[src/rtl/cep_mul.sv]
// Shared signed multiplier with a registered product.
// Depends on nothing outside itself.
module cep_mul (
    input  logic               i_clk,
    input  logic signed [32:0] i_a,
    input  logic signed [32:0] i_b,
    output logic signed [63:0] o_p
);

    logic signed [65:0] n_p;
    logic signed [63:0] r_p;

    assign n_p = i_a * i_b;

    always_ff @(posedge i_clk) begin
        r_p <= n_p[63:0];
    end

    assign o_p = r_p;

endmodule

[config.mk]
export PLATFORM = sky130hd
export DESIGN_NAME = cep_mul
export DESIGN_NICKNAME = d
export VERILOG_FILES = /design/src/rtl/cep_mul.sv
export SDC_FILE = /design/constraint.sdc
export NUM_CORES = 2
export LEC_CHECK = 0
export BUFFER_PORTS_ARGS = -buffer_cell sky130_fd_sc_hd__buf_2
export CAP_MARGIN = 25
export CORE_ASPECT_RATIO = 1.5
export CORE_MARGIN = 3
export CORE_UTILIZATION = 57
export CTS_CLUSTER_SIZE = 20
export DETAILED_ROUTE_END_ITERATION = 10
export PLACE_DENSITY = 0.71
export SLEW_MARGIN = 5
export SYNTH_ARGS = -nofsm -noshare
export SYNTH_HDL_FRONTEND = slang
export SYNTH_SLANG_ARGS = --single-unit
[constraint.sdc]
create_clock -name i_clk -period 12.1 [get_ports i_clk]
set_clock_uncertainty 0.1 [all_clocks]
set_input_delay 0.605 -clock i_clk [delete_from_list [all_inputs] [get_ports i_clk]]
set_output_delay 0.605 -clock i_clk [all_outputs]
set_load 0.01 [all_outputs]
==> PnR_summary.wiki <==
{| class="wikitable"
! Metric !! Value
|-
| Worst-path clk slew || 0.06 ns
|-
| Drt first-iter violations || 1542
|-
| Worst Tran Pin Value || 0.9008 ns
|-
| Number of standard-cell rows in the floorplan || 117
|-
| H-Tree Level Count || 3
|-
| Drc violations || 0
|-
| Port-buffer cells || 130
|-
| Pin count of the biggest net entering global routing || 35
|-
| CTS root buf || sky130_fd_sc_hd__clkbuf_16
|-
| Starting Density || 57.84%
|-
| Number of iterations in the first detailed-routing pass || 5
|-
| Initial antenna violation count || 3
|-
| Final weighted congestion in routability-driven placement || 0.9351
|-
| Number of synthesized register bits || 64
|-
| Share of synthesized flip-flops with an asynchronous set or reset || 0%
|-
| Final-report max-slew violation count || 0
|-
| Setup TNS || 0 ns
|-
| Share of post-route cells with drive strength above 1 || 3.868%
|-
| Max Cap Violations || 0
|-
| Die H || 328.6 um
|-
| Critical-path maximum fanout || 32
|-
| Share of synthesized area occupied by flip-flops and latches || 3.240%
|-
| Routed wirelength normalized by instance count || 21.91 um
|-
| Cell with the most instances on the worst path || sky130_fd_sc_hd__fa_1
|-
| Overflow left after global routing || 0
|-
| Maximum operating frequency || 0.1139 GHz
|-
| Worst slack on hold paths || 0.7440 ns
|-
| Peak per-stage delay on the critical path || 0.86 ns
|-
| Vias || 28080
|-
| Detailed-route vias per instance || 5.578
|-
| Synthesized area || 39540 um^2
|-
| Synthesis-to-layout area growth || 3.300%
|-
| Max-Slew Margin vs Limit || 39.95%
|-
| Die outline area || 72640 um^2
|-
| Setup violators final || 0
|-
| Setup repair after global routing missed its margin || false
|-
| GRT Total Usage || 31.85%
|-
| Status || finished, final reports clean
|-
| Area of the core region || 68360 um^2
|-
| WP data required || 12.29 ns
|-
| Flip-flop cell with the highest count after synthesis || sky130_fd_sc_hd__dfxtp_1
|-
| Net count, final || 5536
|-
| Count of synthesis-stage warnings from yosys || 0
|-
| Largest delay share family, worst path || adder cells
|-
| Hold Crit Class || input pin to register
|-
| Critical path capture point type || register
|-
| Core utilization of the finished layout || 59.75%
|-
| Clock tree from TritonCTS || built
|-
| Number of nets with antenna violations after routing || 0
|-
| Critical Path Source Type || input pin
|-
| Number of buffers and inverters on the critical path || 6
|-
| Fillcell total || 5961
|-
| Final hold viol count || 0
|-
| Longest Clk Path Bufs || 2
|-
| Detailed Route WL || 110300 um
|-
| Synthesized instance count || 4207
|-
| Post-CTS setup buffer count || 0
|-
| Largest register FFs || 64
|-
| Number of cells upsized or downsized after cts || 0
|-
| Syn nets || 5611
|-
| Mean post-synth cell area || 9.399 um^2
|-
| Number of global-route vias before repair || 31680
|-
| I/O Pins || 131
|-
| Chain of cells forming the critical path || buf_2 > nand2_1 > inv_1 > fa_1 > fa_1 > fa_1 > inv_1 > fa_1 > inv_1 > fa_1 > fa_1 > fa_1 > inv_1 > fa_1 > inv_1 > ha_1 > a21o_1 > a21o_1 > a21oi_1 > nand2_1 > o31ai_1 > o211ai_1 > a21oi_1 > xnor2_1
|-
| TritonCTS buffer count || 9
|-
| Number of enable flip-flop cells after synthesis || 0
|-
| Worst EP arrival || 8.97 ns
|-
| Critical-path top delay cell || sky130_fd_sc_hd__fa_1
|-
| Clk sinks || 64
|-
| Global-route wire length before repair || 174900 um
|-
| Die span in x || 221.1 um
|-
| CTS hold repair buffers || 0
|-
| Synth unique cells || 57
|-
| HPWL after detailed placement || 89380 um
|-
| Period minus WS final || 8.780 ns
|-
| Portion of the clock cycle consumed by the worst path in the final layout || 72.56%
|-
| Classification of the worst setup path || input pin to register
|}
==> through the flow <==
stage / area, um^2 / instances / setup slack, ns
global placement: 40510 / 5012 / 3.269
global route: 40840 / 5031 / 2.845
finish: 40850 / 5034 / 3.320
detailed placement: 40510 / 5012 / 3.070
CTS: 40820 / 5028 / 3.375
floorplan: 39540 / 4207 / 4.131
==> routing by layer <==
layer	global-route usage (%)	vias to the layer above	routed length (um)
li1	-	11770	-
met1	32.06	14730	32670
met2	56.48	1085	57980
met3	3.240	495	5185
met4	31.90	0	14440
met5	0	-	0
==> path summary, 6_finish.rpt <==
kind,cells after the start,start,to
hold / removal,2,i_b[0],o_p[0]
setup / recovery,24,i_a[32],o_p[63]
==> cell families (layout without fill, tap and decap cells) <==
kind of cell / Yosys count / after routing / share of synthesized area, %
adder cells (fa/ha/maj): 1337 / 1337 / 63.66
AO/OA/AOI/OAI: 200 / 200 / 3.253
multiplexers: 1 / 1 / 0.02531
XOR/XNOR: 76 / 76 / 1.683
flip-flops: 64 / 64 / 3.240
AND/OR/NAND/NOR: 1221 / 1221 / 15.72
other: 0 / 5 / 0
buffers and inverters: 1308 / 1238 / 12.42
==> synth_stat cells (3+ instances only) <==
library cell / instances / area share (%)
sky130_fd_sc_hd__nand2b_1: 9 / 0.14
sky130_fd_sc_hd__a211oi_1: 8 / 0.15
sky130_fd_sc_hd__a21oi_1: 69 / 0.87
sky130_fd_sc_hd__inv_1: 1086 / 10
sky130_fd_sc_hd__nor2_1: 18 / 0.17
sky130_fd_sc_hd__a21o_1: 18 / 0.34
sky130_fd_sc_hd__nand4_1: 12 / 0.19
sky130_fd_sc_hd__o211ai_1: 7 / 0.13
sky130_fd_sc_hd__nor3_1: 11 / 0.14
sky130_fd_sc_hd__o21ai_0: 29 / 0.37
sky130_fd_sc_hd__fa_1: 1125 / 57
sky130_fd_sc_hd__o21ai_1: 6 / 0.076
sky130_fd_sc_hd__o21bai_1: 7 / 0.13
sky130_fd_sc_hd__and2_1: 548 / 8.7
sky130_fd_sc_hd__or3_1: 4 / 0.063
sky130_fd_sc_hd__nor2b_1: 32 / 0.51
sky130_fd_sc_hd__ha_1: 212 / 6.7
sky130_fd_sc_hd__xor2_1: 21 / 0.47
sky130_fd_sc_hd__and3_1: 6 / 0.095
sky130_fd_sc_hd__clkbuf_1: 222 / 2.1
sky130_fd_sc_hd__xnor2_1: 55 / 1.2
sky130_fd_sc_hd__nor4_1: 4 / 0.063
sky130_fd_sc_hd__dfxtp_1: 64 / 3.2
sky130_fd_sc_hd__o31ai_1: 4 / 0.076
sky130_fd_sc_hd__nand2_1: 547 / 5.2
sky130_fd_sc_hd__o21a_1: 18 / 0.34
sky130_fd_sc_hd__and4_1: 4 / 0.089
sky130_fd_sc_hd__nand3_1: 18 / 0.23
sky130_fd_sc_hd__a31oi_1: 6 / 0.095
sky130_fd_sc_hd__a21boi_0: 3 / 0.057
==> layout make-up <==
class / instances / area, um^2 / share of cell area [%]
clock buffers: 10 / 239.0 / 0.5850
clock inverters: 6 / 67.56 / 0.1654
repair buffers: 136 / 703.2 / 1.721
well taps: 892 / 1116 / 2.732
inverters: 1086 / 4076 / 9.979
diodes: 5 / 12.51 / 0.03063
flip-flops and latches: 64 / 1281 / 3.137
multi-input cells: 2835 / 33350 / 81.65
==> placed cells by master (no fill, tap or decap), types with 21 or more instances in the layout <==
master,count
sky130_fd_sc_hd__a21oi_1,69
sky130_fd_sc_hd__nor2b_1,32
sky130_fd_sc_hd__and2_1,548
sky130_fd_sc_hd__buf_2,130
sky130_fd_sc_hd__nand2_1,547
sky130_fd_sc_hd__dfxtp_1,64
sky130_fd_sc_hd__xnor2_1,55
sky130_fd_sc_hd__ha_1,212
sky130_fd_sc_hd__xor2_1,21
sky130_fd_sc_hd__o21ai_0,29
sky130_fd_sc_hd__inv_1,1086
sky130_fd_sc_hd__fa_1,1125
Power is not shown: default switching activity piles up to over one toggle a cycle in this logic, so the estimate is an artifact.
