==> src/rtl/cep_pkg.sv <==
// Shared constants, types and arithmetic helpers for the camera pose unit.
// No dependencies; cep_cordic and the top file refer to it by scoped names.
package cep_pkg;

    localparam int TRIG_ITERATIONS = 16;
    localparam int POS_FRAC_BITS   = 16;
    localparam int ANG_TABLE_LEN   = 24;
    localparam int CORDIC_STEPS    = (TRIG_ITERATIONS < ANG_TABLE_LEN) ?
                                     TRIG_ITERATIONS : ANG_TABLE_LEN;
    localparam int STEP_W          = $clog2(CORDIC_STEPS);
    localparam int MOVE_SHIFT      = 38 - POS_FRAC_BITS;

    localparam logic [63:0] POS_Y_WIDE  = 64'd150 << POS_FRAC_BITS;
    localparam logic [31:0] POS_Y_RESET = (POS_Y_WIDE > 64'd2147483647) ?
                                          32'h7FFF_FFFF : POS_Y_WIDE[31:0];

    localparam logic signed [31:0] CORDIC_K     = 32'sd652032874;
    localparam logic signed [31:0] ANG_QUARTER  = 32'sd94371840;
    localparam logic signed [31:0] ANG_HALF     = 32'sd188743680;
    localparam logic signed [15:0] VEC_ONE      = 16'sd16384;
    localparam logic signed [19:0] PITCH_LIMIT  = 20'sd11392;
    localparam logic signed [19:0] YAW_HALF     = 20'sd23040;
    localparam logic signed [19:0] YAW_TURN     = 20'sd46080;
    localparam logic signed [15:0] YAW_RESET    = -16'sd11520;

    localparam logic       REQ_MOVE   = 1'b0;
    localparam logic       REQ_ROTATE = 1'b1;

    localparam logic [2:0] DIR_FWD   = 3'd0;
    localparam logic [2:0] DIR_BACK  = 3'd1;
    localparam logic [2:0] DIR_LEFT  = 3'd2;
    localparam logic [2:0] DIR_RIGHT = 3'd3;
    localparam logic [2:0] DIR_UP    = 3'd4;
    localparam logic [2:0] DIR_DOWN  = 3'd5;

    localparam logic REG_MOVE_SPEED = 1'b0;
    localparam logic REG_LOOK_SENS  = 1'b1;

    typedef struct packed {
        logic               start;
        logic signed [15:0] angle;   // Q.7 degrees
    } t_cordic_req;

    typedef struct packed {
        logic               done;
        logic signed [31:0] cos_v;   // Q.30
        logic signed [31:0] sin_v;   // Q.30
    } t_cordic_rsp;

    // atan(2^-i) in degrees, Q.20
    function automatic logic signed [31:0] atan_q20(input logic [4:0] idx);
        logic signed [31:0] r;
        case (idx)
            5'd0:  r = 32'sd47185920;
            5'd1:  r = 32'sd27855475;
            5'd2:  r = 32'sd14718068;
            5'd3:  r = 32'sd7471121;
            5'd4:  r = 32'sd3750058;
            5'd5:  r = 32'sd1876857;
            5'd6:  r = 32'sd938658;
            5'd7:  r = 32'sd469357;
            5'd8:  r = 32'sd234682;
            5'd9:  r = 32'sd117342;
            5'd10: r = 32'sd58671;
            5'd11: r = 32'sd29335;
            5'd12: r = 32'sd14668;
            5'd13: r = 32'sd7334;
            5'd14: r = 32'sd3667;
            5'd15: r = 32'sd1833;
            5'd16: r = 32'sd917;
            5'd17: r = 32'sd458;
            5'd18: r = 32'sd229;
            5'd19: r = 32'sd115;
            5'd20: r = 32'sd57;
            5'd21: r = 32'sd29;
            5'd22: r = 32'sd14;
            5'd23: r = 32'sd7;
            default: r = 32'sd0;
        endcase
        return r;
    endfunction

    // shift right, rounding half away from zero
    function automatic logic signed [63:0] rnd_shift(input logic signed [63:0] v,
                                                     input int unsigned s);
        logic [63:0] m;
        logic [63:0] r;
        m = v[63] ? 64'(-v) : 64'(v);
        r = (m + (64'd1 << (s - 1))) >> s;
        return v[63] ? -$signed(r) : $signed(r);
    endfunction

    function automatic logic signed [15:0] clamp_vec(input logic signed [63:0] v);
        logic signed [15:0] r;
        if (v > 64'sd16384) begin
            r = VEC_ONE;
        end else if (v < -64'sd16384) begin
            r = -VEC_ONE;
        end else begin
            r = v[15:0];
        end
        return r;
    endfunction

endpackage

==> src/rtl/cep_cordic.sv <==
// Iterative CORDIC: cosine and sine of a Q.7 degree angle, one rotation per cycle.
// Uses cep_pkg for the angle table, gain constant and request/response types.
module cep_cordic (
    input  logic                 i_clk,
    input  logic                 i_rst_n,
    input  cep_pkg::t_cordic_req i_req,
    output cep_pkg::t_cordic_rsp o_rsp
);

    logic                           r_busy, n_busy;
    logic                           r_done, n_done;
    logic                           r_flip, n_flip;
    logic [cep_pkg::STEP_W-1:0]     r_i, n_i;
    logic signed [31:0]             r_x, n_x;
    logic signed [31:0]             r_y, n_y;
    logic signed [31:0]             r_z, n_z;

    logic signed [31:0] z_in;
    logic signed [31:0] dx, dy, sx, sy, sz, at;
    logic               last;

    assign z_in = 32'(i_req.angle) <<< 13;
    assign dx   = r_y >>> r_i;
    assign dy   = r_x >>> r_i;
    assign at   = cep_pkg::atan_q20(5'(r_i));
    assign last = (r_i == cep_pkg::STEP_W'(cep_pkg::CORDIC_STEPS - 1));

    always_comb begin
        if (r_z >= 0) begin
            sx = r_x - dx;
            sy = r_y + dy;
            sz = r_z - at;
        end else begin
            sx = r_x + dx;
            sy = r_y - dy;
            sz = r_z + at;
        end
    end

    always_comb begin
        n_busy = r_busy;
        n_done = 1'b0;
        n_flip = r_flip;
        n_i    = r_i;
        n_x    = r_x;
        n_y    = r_y;
        n_z    = r_z;
        if (r_busy) begin
            n_i = r_i + 1'b1;
            n_z = sz;
            if (last) begin
                // undo the half-turn fold on the way out
                n_x    = r_flip ? -sx : sx;
                n_y    = r_flip ? -sy : sy;
                n_busy = 1'b0;
                n_done = 1'b1;
            end else begin
                n_x = sx;
                n_y = sy;
            end
        end else if (i_req.start) begin
            n_busy = 1'b1;
            n_i    = '0;
            n_x    = cep_pkg::CORDIC_K;
            n_y    = 32'sd0;
            if (z_in > cep_pkg::ANG_QUARTER) begin
                n_z    = z_in - cep_pkg::ANG_HALF;
                n_flip = 1'b1;
            end else if (z_in < -cep_pkg::ANG_QUARTER) begin
                n_z    = z_in + cep_pkg::ANG_HALF;
                n_flip = 1'b1;
            end else begin
                n_z    = z_in;
                n_flip = 1'b0;
            end
        end
    end

    always_ff @(posedge i_clk) begin
        if (!i_rst_n) begin
            r_busy <= 1'b0;
            r_done <= 1'b0;
        end else begin
            r_busy <= n_busy;
            r_done <= n_done;
        end
        r_flip <= n_flip;
        r_i    <= n_i;
        r_x    <= n_x;
        r_y    <= n_y;
        r_z    <= n_z;
    end

    assign o_rsp.done  = r_done;
    assign o_rsp.cos_v = r_x;
    assign o_rsp.sin_v = r_y;

endmodule

==> config.mk <==
export PLATFORM = sky130hd
export DESIGN_NAME = cep_cordic
export DESIGN_NICKNAME = d
export VERILOG_FILES = /design/src/rtl/cep_pkg.sv /design/src/rtl/cep_cordic.sv
export SDC_FILE = /design/constraint.sdc
export NUM_CORES = 1
export LEC_CHECK = 0
export ABC_AREA = 0
export ABC_CLOCK_PERIOD_IN_PS = 7530
export CAP_MARGIN = 20
export CORE_UTILIZATION = 55
export DETAILED_ROUTE_END_ITERATION = 10
export DONT_BUFFER_PORTS = 1
export PLACE_DENSITY_LB_ADDON = 0.25
export SYNTH_ARGS = -nofsm -noshare
export SYNTH_HDL_FRONTEND = slang
export SYNTH_SLANG_ARGS = --single-unit
==> constraint.sdc <==
create_clock -name i_clk -period 7.53 [get_ports i_clk]
set_clock_uncertainty 0.05 [all_clocks]
set_input_delay 1.506 -clock i_clk [delete_from_list [all_inputs] [get_ports i_clk]]
set_output_delay 1.506 -clock i_clk [all_outputs]
set_load 0.01 [all_outputs]
==> reports/metrics.csv <==
metric;value;unit
final_max_slew_viol_count;0;
crit_fanout;17;
diodes;0;
drt-pass1-iter-count;8;
yosysTopAreaCell;edfxtp_1;
overflow;0;
finalSetupViolations;0;
die_w;179;um
rows;64;
vias_per_cell;6.58;
cts_setup_buffers;0;
fp.dieH;179;um
final_antenna_net_count;0;
syn-cell-area;17200;sq um
cap_viol_max_count;0;
ys_top_cells_by_count;nand2_1 (188), nor2_1 (180), a21oi_1 (154);
drc_errors;0;
rsz0062_at_grt;no;
syn2layout_area_growth;4.45;%
timing.fmax;146;MHz
tightestPinTransition;0.845;ns
yosys_warnings;0;
yosys-top-cells-area;edfxtp_1 (18%), mux4_2 (9.2%), ha_1 (8.2%);
arrival;7.10;ns
clk_pin_slew_worst_paths;0.07;ns
htreeDepth;4;
fp.coreArea;30700;sq um
relSlewSlack;43.7;%
gp_congestion;0.970;
ff2ff_setup_slack;0.68;ns
synthFlopType;edfxtp_1;
nNetsFinal;2091;
pin_count;84;
outcome;finished, final reports clean;
register_area;3590;sq um
startpoint_type;register;
worstSetupPathType;register to register;
hold_path_class;register to register;
wl_per_cell;20.0;um
ys_seq_elements;129;
synth_area_per_cell;8.56;sq um
hold_violations;0;
drtIter0Drc;1664;
ys_seq_area_share;20.9;%
die_area;31900;sq um
setup-tns-final;0;ns
port_buffers;0;
fill_cells;2743;
synth_top_area_share;17.7;%
dp_hpwl;35300;um
clock_path_buffers;2;
async_reset_ff_share;0;%
cts_tree;built;
synth_edf_count;101;
syn_inst;2005;
cts_buffers;17;
grtUsageTotal;29.8;%
start_util;56.0;%
grt_pass1_vias;14700;
clk_latency;0.46;ns
multiInputGateArea;12800;sq um
cts-resized-gates;0;
cp-end-kind;register;
drive_above_1_share;11.3;%
antenna_found_initial;0;
grt_pass1_wl;75300;um
grt_max_degree;91;
cts_sinks;129;
vias;15600;
crit_required;7.78;ns
syn_nets;2140;
wl;47400;um
clock_tree.root_cell;clkbuf_16;
fin_crit;6.85;ns
min_period_over_period;91.0;%
cts_hold_buf;0;
synth_most_common_cell;nand2_1;
synth.distinct_cells;94;
[cell usage in the layout (no fill, tap or decap), types with 28 or more instances in the layout]
| cell type | count |
|---|---|
| nor2_1 | 180 |
| ha_1 | 113 |
| o21ai_0 | 149 |
| buf_4 | 31 |
| a21o_1 | 43 |
| xnor2_1 | 117 |
| inv_1 | 60 |
| a21oi_1 | 154 |
| nand3_1 | 42 |
| mux2_2 | 42 |
| mux2i_1 | 44 |
| o31ai_1 | 28 |
| nand2_1 | 188 |
| mux4_2 | 70 |
| nor3_1 | 45 |
| xor2_1 | 94 |
| edfxtp_1 | 101 |
[cells by family after synthesis]
family                     after synthesis  share of synthesized area (%)
AOI/OAI and AO/OA                      576                           21.4
DFF                                    129                           20.9
buffers and inverters                  164                           4.63
and+or+nand+nor                        644                           18.1
xor gates and xnor gates               211                           10.8
adders and majority gates              116                           8.59
muxes                                  165                           15.6
[metrics by stage]
step                      hold WS, ns  worst slack [ns]  std cells  util, %  instance area, sq um
after detailed placement        0.591             0.815       2333     56.7                 17400
final                           0.608             0.681       2365     58.5                 17900
after CTS                       0.603             0.770       2365     58.5                 17900
after global routing            0.617             0.102       2365     58.5                 17900
after global placement          0.577             0.969       2333     56.7                 17400
after floorplan                 0.565             0.828       2005        -                 17200
[layout make-up]
cell class              instances  share of cell area [%]
multi-input cells            1712                    71.3
repair buffers                 33                    1.52
inverters                      63                    1.33
well taps                     396                    2.76
clock buffers                  18                    2.51
flip-flops and latches        129                    20.0
clock inverters                14                   0.558
[critical path: stages, from the launching register on]
cell and delay (ns):
edfxtp_1 0.86, buf_4 0.32, mux4_2 0.56, mux2_2 0.29, mux2i_1 0.28, nand3_1 0.16, or4_1 0.65, or4_1 0.53
nand2_1 0.12, xor2_1 0.07, ha_1 0.41, and2_1 0.18, nand4_1 0.12, a31o_2 0.23, a31oi_1 0.35, o21ai_0 0.18
a21oi_1 0.27, nor3_1 0.09, nor3_1 0.28, a41oi_1 0.18, or3_1 0.37, a21oi_1 0.14
[layer usage]
metal	global-route usage, %	share of wire (%)
met5	0	0
met4	13.9	4.1
met3	4.75	6.6
met2	50.6	48
met1	37.0	41
[path summary, 6_finish.rpt]
kind          start      end  depth (start not counted)
min reg2reg   at[0]   r_z[0]                          2
max          r_i[3]  r_y[31]                         21
min           at[0]   r_z[0]                          2
max reg2reg  r_i[3]  r_y[31]                         21
[sequential cells by signal (all words and copies together), names as in the netlist]
register and cells:
at 26, r_flip 1, r_i 4, r_x 32
r_done 1, r_busy 1, r_y 32, r_z 32
Power is not shown: default switching activity piles up to over one toggle a cycle in this logic, so the estimate is an artifact.
